File: src/rtl/core/gtp_pkg.sv
// ----------------------------------------------------------------------------
// gtp_pkg
// Shared types, constants and codes of the glyph tile painter.
// ----------------------------------------------------------------------------
package gtp_pkg;

  localparam int TILE_H       = 9;
  localparam int TILE_W       = 6;
  localparam int GLOW_RESET   = 52;
  localparam int STRIDE_RESET = 120;
  localparam int GLYPHS_DEF   = 64;
  localparam int ROWS_DEF     = 15;
  localparam int COLS_DEF     = 40;

  localparam int CMD_W    = 3;
  localparam int ROW_W    = 4;
  localparam int COL_W    = 6;
  localparam int GLYPH_W  = 6;
  localparam int LEVEL_W  = 6;
  localparam int COV_W    = 2;
  localparam int GLINE_W  = 4;
  localparam int WORD_W   = 16;
  localparam int ADDR_W   = 19;
  localparam int PIX_W    = 16;
  localparam int GROW_W   = 12;
  localparam int THR_W    = 6;
  localparam int STRIDE_W = 11;
  localparam int CFG_IDX_W  = 1;
  localparam int CFG_DATA_W = 11;
  localparam int ROW9_W   = 8;
  localparam int COL3_W   = 8;
  localparam int LINE_W   = 4;

  typedef enum logic [CMD_W-1:0] {
    OP_PAINT  = 3'd0,
    OP_PAL    = 3'd1,
    OP_PLAIN  = 3'd2,
    OP_GLOW   = 3'd3,
    OP_FORGET = 3'd4
  } gtp_op_e;

  typedef enum logic [CFG_IDX_W-1:0] {
    REG_GLOW_THR = 1'b0,
    REG_STRIDE   = 1'b1
  } gtp_reg_e;

  typedef enum logic [2:0] {
    ST_CLEAR,
    ST_IDLE,
    ST_KEY_RD,
    ST_KEY_CHK,
    ST_PAL,
    ST_LINES,
    ST_TAIL
  } gtp_state_e;

  typedef struct packed {
    logic [CMD_W-1:0]   cmd;
    logic [ROW_W-1:0]   cell_row;
    logic [COL_W-1:0]   cell_col;
    logic [GLYPH_W-1:0] glyph;
    logic [LEVEL_W-1:0] level;
    logic [COV_W-1:0]   coverage;
    logic [GLINE_W-1:0] glyph_line;
    logic [WORD_W-1:0]  table_word;
  } gtp_in_t;

  typedef struct packed {
    logic [ADDR_W-1:0] word_addr;
    logic [31:0]       pixels_01;
    logic [31:0]       pixels_23;
    logic [31:0]       pixels_45;
    logic              last_line;
  } gtp_out_t;

  typedef struct packed {
    logic               vld;
    logic [GLYPH_W-1:0] glyph;
    logic [LEVEL_W-1:0] level;
  } gtp_key_t;

  typedef struct packed {
    logic load_in;
    logic pal_wr;
    logic plain_wr;
    logic glow_wr;
    logic clr_wr;
    logic key_rd;
    logic key_wr;
    logic pal_rd;
    logic line_issue;
  } gtp_cmd_t;

  typedef struct packed {
    logic paint_ok;
    logic gload_ok;
    logic key_hit;
    logic clr_last;
    logic pal_last;
    logic line_last;
    logic adv;
    logic b_vld;
  } gtp_sts_t;

endpackage

File: src/rtl/core/gtp_ctrl.sv
// ----------------------------------------------------------------------------
// gtp_ctrl
// Sequencer of the glyph tile painter: key clear sweep, command decode,
// key check, palette fetch and line issue.
// ----------------------------------------------------------------------------
module gtp_ctrl
  import gtp_pkg::*;
(
  input  logic             clk_i,
  input  logic             rst_ni,
  input  logic             in_valid_i,
  input  logic [CMD_W-1:0] in_cmd_i,
  input  gtp_sts_t         sts_i,
  output gtp_cmd_t         cmd_o,
  output logic             in_stall_o
);

  gtp_state_e state_q, state_d;
  gtp_op_e    op;

  assign op = gtp_op_e'(in_cmd_i);

  always_ff @(posedge clk_i or negedge rst_ni) begin
    if (!rst_ni) begin
      state_q <= ST_CLEAR;
    end else begin
      state_q <= state_d;
    end
  end

  always_comb begin
    state_d = state_q;
    case (state_q)
      ST_CLEAR: begin
        if (sts_i.clr_last) state_d = ST_IDLE;
      end
      ST_IDLE: begin
        if (in_valid_i) begin
          case (op)
            OP_PAINT: begin
              if (sts_i.paint_ok) state_d = ST_KEY_RD;
            end
            OP_FORGET: state_d = ST_CLEAR;
            default:   state_d = ST_IDLE;
          endcase
        end
      end
      ST_KEY_RD:  state_d = ST_KEY_CHK;
      ST_KEY_CHK: begin
        state_d = sts_i.key_hit ? ST_IDLE : ST_PAL;
      end
      ST_PAL: begin
        if (sts_i.pal_last) state_d = ST_LINES;
      end
      ST_LINES: begin
        if (sts_i.adv && sts_i.line_last) state_d = ST_TAIL;
      end
      ST_TAIL: begin
        if (!sts_i.b_vld) state_d = ST_IDLE;
      end
      default: state_d = ST_CLEAR;
    endcase
  end

  always_comb begin
    cmd_o      = '0;
    in_stall_o = 1'b1;
    case (state_q)
      ST_CLEAR: cmd_o.clr_wr = 1'b1;
      ST_IDLE: begin
        in_stall_o    = 1'b0;
        cmd_o.load_in = in_valid_i;
        if (in_valid_i) begin
          case (op)
            OP_PAL:   cmd_o.pal_wr   = 1'b1;
            OP_PLAIN: cmd_o.plain_wr = sts_i.gload_ok;
            OP_GLOW:  cmd_o.glow_wr  = sts_i.gload_ok;
            default:  cmd_o.pal_wr   = 1'b0;
          endcase
        end
      end
      ST_KEY_RD:  cmd_o.key_rd = 1'b1;
      ST_KEY_CHK: cmd_o.key_wr = !sts_i.key_hit;
      ST_PAL:     cmd_o.pal_rd = 1'b1;
      ST_LINES:   cmd_o.line_issue = 1'b1;
      ST_TAIL:    cmd_o.line_issue = 1'b0;
      default:    cmd_o = '0;
    endcase
  end

endmodule

File: config.mk
export PLATFORM = sky130hd
export DESIGN_NAME = gtp_ctrl
export DESIGN_NICKNAME = d
export VERILOG_FILES = /design/src/rtl/core/gtp_pkg.sv /design/src/rtl/core/gtp_ctrl.sv
export SDC_FILE = /design/constraint.sdc
export NUM_CORES = 1
export LEC_CHECK = 0
export ABC_AREA = 1
export BUFFER_PORTS_ARGS = -buffer_cell sky130_fd_sc_hd__buf_4
export CORE_AREA = 2 2 39 41
export DETAILED_ROUTE_END_ITERATION = 10
export DIE_AREA = 0 0 41 43
export PLACE_DENSITY = 0.69
export SLEW_MARGIN = 10
export SYNTH_ARGS = -nofsm -noshare
export SYNTH_HDL_FRONTEND = slang
export SYNTH_SLANG_ARGS = --single-unit
File: constraint.sdc
create_clock -name clk_i -period 1.21 [get_ports clk_i]
set_input_delay 0.121 -clock clk_i [delete_from_list [all_inputs] [get_ports clk_i]]
set_output_delay 0.121 -clock clk_i [all_outputs]
set_load 0.005 [all_outputs]
======== After elaboration in Yosys (flattened, before gate mapping) ========
Index checks and enable logic that the tools add are counted.
word-level totals
  register bits after elaboration ......... 3
  input port bits ......................... 14
  word-level logic and storage cells ...... 42
operators by class
  reduce and logical (&&, ||, !) cells .... 5
  mux-type cells .......................... 20
  eq/ne operators ......................... 16
operators with widths
  kind                                                             count
  3-bit 2-to-1 mux                                                 8
  3-bit one-hot mux with 7 select lines                            1
  3-bit by 2-bit == test with 1-bit output, second input constant  4
  3-bit == test, second input constant                             4
  2-bit != test, second input constant                             5
  1-bit 2-to-1 mux                                                 9
  3-bit by 1-bit == test with 1-bit output, second input constant  2
  3-bit zero test                                                  2
  3-bit one-hot mux with 2 select lines                            1
  6-bit AND reduction                                              1
  4-bit 2-to-1 mux                                                 1
  3-bit != test, second input constant                             1
  1-bit logical AND                                                1
  1-bit zero test                                                  1

======== Logic depth before layout (Yosys ltp) ========
  word-level depth ........................ 4
  depth in mapped cells ................... 8
  gate-level depth less buffers ........... 7

======== Least setup slack after synthesis ========
No wires, ideal clock.
  kind .................................... register -> output
  start ................................... reg state_q[1]
  end ..................................... out cmd_o[5] (netlist name)
  stages on the path, launching flop included .. 7
  data arrival time ....................... 0.949 ns
  path buffers ............................ 1
  setup slack ............................. 0.140 ns
  path through ............................ dfrtp_1 -> buf_6 -> inv_6 -> nand2_4 -> nor2_8 -> nand2_2 -> nor3_1
RTL lines
  item                    RTL line        source
  from (decl)             gtp_ctrl.sv:18  gtp_state_e state_q, state_d;
  from (signal assigned)  gtp_ctrl.sv:27  state_q <= state_d;
  to (decl)               gtp_ctrl.sv:14  output gtp_cmd_t cmd_o,

==> flow_summary.ini <==
[status]
status = complete, but fails checks
failed_checks = setup timing

[route]
drc = 0
dr.first_iter.drc_count = 10
num_vias = 603
viasPerCell = 4.75
dr.pass1.iters = 6
avgRoutedWirePerCell_um = 11.5
ant_nets = 0
wirelength_um = 1460

[cells_and_area]
layout.nets = 126
multiInputGateArea_um2 = 358
layout-drive-gt1-share_pct = 64.0
top_regs = state_q: 3 flops
largest_reg_flops = 3
regMostFlops = state_q
seqCellArea_um2 = 77.6
diodes = 0
syn_to_final_growth_pct = 91.8
n_fill_cell = 138
final_cell_area_um2 = 878
instances_no_fill = 127

[synth]
synth_seq_area_share_pct = 16.4
post-synth-top-area-fraction_pct = 16.4
syn_area_per_cell_um2 = 6.45
syn_inst = 71
yosysUniqueCellTypes = 20
syn_area_um2 = 458
synth_fp_nets = 85
yosys_warnings = 0
synth.ff_latch_count = 3
yosysTopAreaCell = dfrtp_1
yosys-top-cells-area = dfrtp_1, nand2_1, nand3_1, inv_1, buf_6

[floorplan]
die_h_um = 43
core_um2 = 1380
start_util_pct = 33.1
die-area_um2 = 1760
rows = 14
ios = 24
dieWidth_um = 41

[placed_design]
post-dp-hpwl_um = 866
gp_congestion = 0.764
placed_cell_area_um2 = 667
place_ws_ns = -0.00925
port_buffers = 23
dp_cells = 112

[power]
seqPwrFrac_pct = 11.1
p_clk_share_pct = 9.0
ir_worst_vdd_v = 0.00110
power_leakage_nw = 0.479
power_w = 0.00203
power_density_nw_per_um2 = 2320
intPower_w = 0.00109
swShare_pct = 46.3
combPwrFrac_pct = 79.9
switchingPower_w = 0.000941

[sta]
max_freq_mhz = 734
fin_crit_ns = 1.36
rsz0062_at_grt = true
setup_tns_ns = -1.16
finalCritPeriodShare_pct = 113
clock_skew_ns = 0.00109
worst_slew_pin_slew_ns = 0.298
hold_viol = 0
relSlewSlack_pct = 79.9
setup_ws_ns = -0.152
setup_violations = 13
slew_violations = 0

[clocking]
cts_tree = built
htreeDepth = 1
clkSlewWorstSetupHoldPaths_ns = 0.04
clk_path_buf_depth = 2
clk_latency_ns = 0.24
cts_buffers = 3
root_buffer = clkbuf_4
cts_sinks = 3

[critical_path]
crit_buf_inv = 2
worstSetupEndpointType = primary output
crit_family = flip-flops
cp_common_cell = nand2_4
cp.depth = 6
worstSetupPathType = register to primary output
cp.arrival_ns = 1.24
worst_r2r_path_depth = 7
path_cells = clkinv_4 > nand2_4 > nor2_8 > nand2_4 > nor4_4 > buf_4
critPathMaxFanout = 4
start_kind = register
slowest_stage = dfrtp_2
worstPathRequired_ns = 1.09
cpPeakStageDelay_ns = 0.43

[min_path]
hold_path_class = input pin to async pin

[global_route]
grt_pass1_vias = 536
grt_max_degree = 8
grt_pass1_wl_um = 2110
antenna_found_initial = 0
grt_usage_pct = 17.4
gr-total-overflow = 0

[job]
maxCapViolCount = 0
[routing by layer]
layer  routed length (um)  vias to the layer above  GRT usage (%)
met5                    0                        -              0
met4                    8                        0           6.00
met3                  101                        2           6.28
met2                  840                       25           28.4
met1                  509                      280           19.7
li1                     -                      296              -
[through the flow]
step	hold WS [ns]	utilization [%]
detailed placement	-0.0893	48.2
global placement	-0.0875	48.2
global route	0.209	63.5
floorplan	-0.175	-
finish	0.213	63.5
CTS	0.208	56.2
[worst reg2reg max path: cells and delay by family (launching register included)]
| family | cells | cell delay, ns |
|---|---|---|
| buffers and inverters | 2 | 0.26 |
| AO/OA/AOI/OAI | 1 | 0.09 |
| flip-flops | 1 | 0.43 |
| AND/OR/NAND/NOR | 4 | 0.44 |
[timing repair]
item / CTS / global route
endpoints found under the hold margin: 3 / 0
hold buffers: 1 / 0
endpoints found under the setup margin: 13 / 13
buffers inserted: 7 / 3
pin swaps: 1 / 10
resized for setup: 6 / 19
[power groups by stage]
| stage | Sequential [W] | Combinational [W] | Clock, W |
|---|---|---|---|
| after global placement | 0.000224 | 0.00115 | 0 |
| after CTS | 0.000225 | 0.00134 | 0.000180 |
| after floorplan | 0.000170 | 0.000841 | 0 |
| after global routing | 0.000232 | 0.00175 | 0.000206 |
| final | 0.000227 | 0.00162 | 0.000183 |
| after detailed placement | 0.000227 | 0.00116 | 0 |
[cell usage after synthesis]
library cell  number
nand4_1            1
dfrtp_1            3
nor2_2             2
o21ai_1            1
o21ai_0            1
inv_2              2
nand2_1           15
inv_6              2
nor3_1             4
nor2_8             1
inv_1             13
nand2_4            1
nor4_2             1
nor2_1             5
nor2_4             1
nand3_2            1
nand3_4            1
nand3_1           10
nand2_2            3
buf_6              3
[area by class of cell]
cell class                 count  area share (%)
clock buffer                   4            2.99
timing repair buffer          39            36.8
multi-input combinational     48            40.7
tap                           16            2.28
sequential                     3            8.83
inverter                      17            8.40
[placed cells by master, fill, tap and decap left out, types with 3 or more instances in the layout]
master	n
buf_4	33
buf_6	4
clkbuf_4	3
inv_1	11
inv_2	4
nand2_1	14
nand2_4	3
nand3_1	4
nand3_2	6
nor2_1	5
nor3_2	3
[path summary, 6_finish.rpt]
kind / startpoint / end / slack, ns
max in group asynchronous: rst_ni / state_q[1]$_DFFE_PN0P_ / 0.89
max: state_q[1]$_DFFE_PN0P_ / cmd_o[7] / -0.15
max reg2reg: state_q[1]$_DFFE_PN0P_ / state_q[2]$_DFFE_PN0P_ / -0.09
min in group clk_i: sts_i[5] / state_q[0]$_DFFE_PN0P_ / 0.29
min reg2reg: state_q[0]$_DFFE_PN0P_ / state_q[0]$_DFFE_PN0P_ / 0.68
min: rst_ni / state_q[0]$_DFFE_PN0P_ / 0.21
[logic make-up (layout without fill, tap and decap cells)]
family / Yosys count / after routing / share of synthesized area (%)
buf+inv: 20 / 60 / 23.5
simple gates: 46 / 46 / 57.9
compound gates: 2 / 2 / 2.18
flops: 3 / 3 / 16.4
Note: power is estimated with default switching activity, not from simulation.
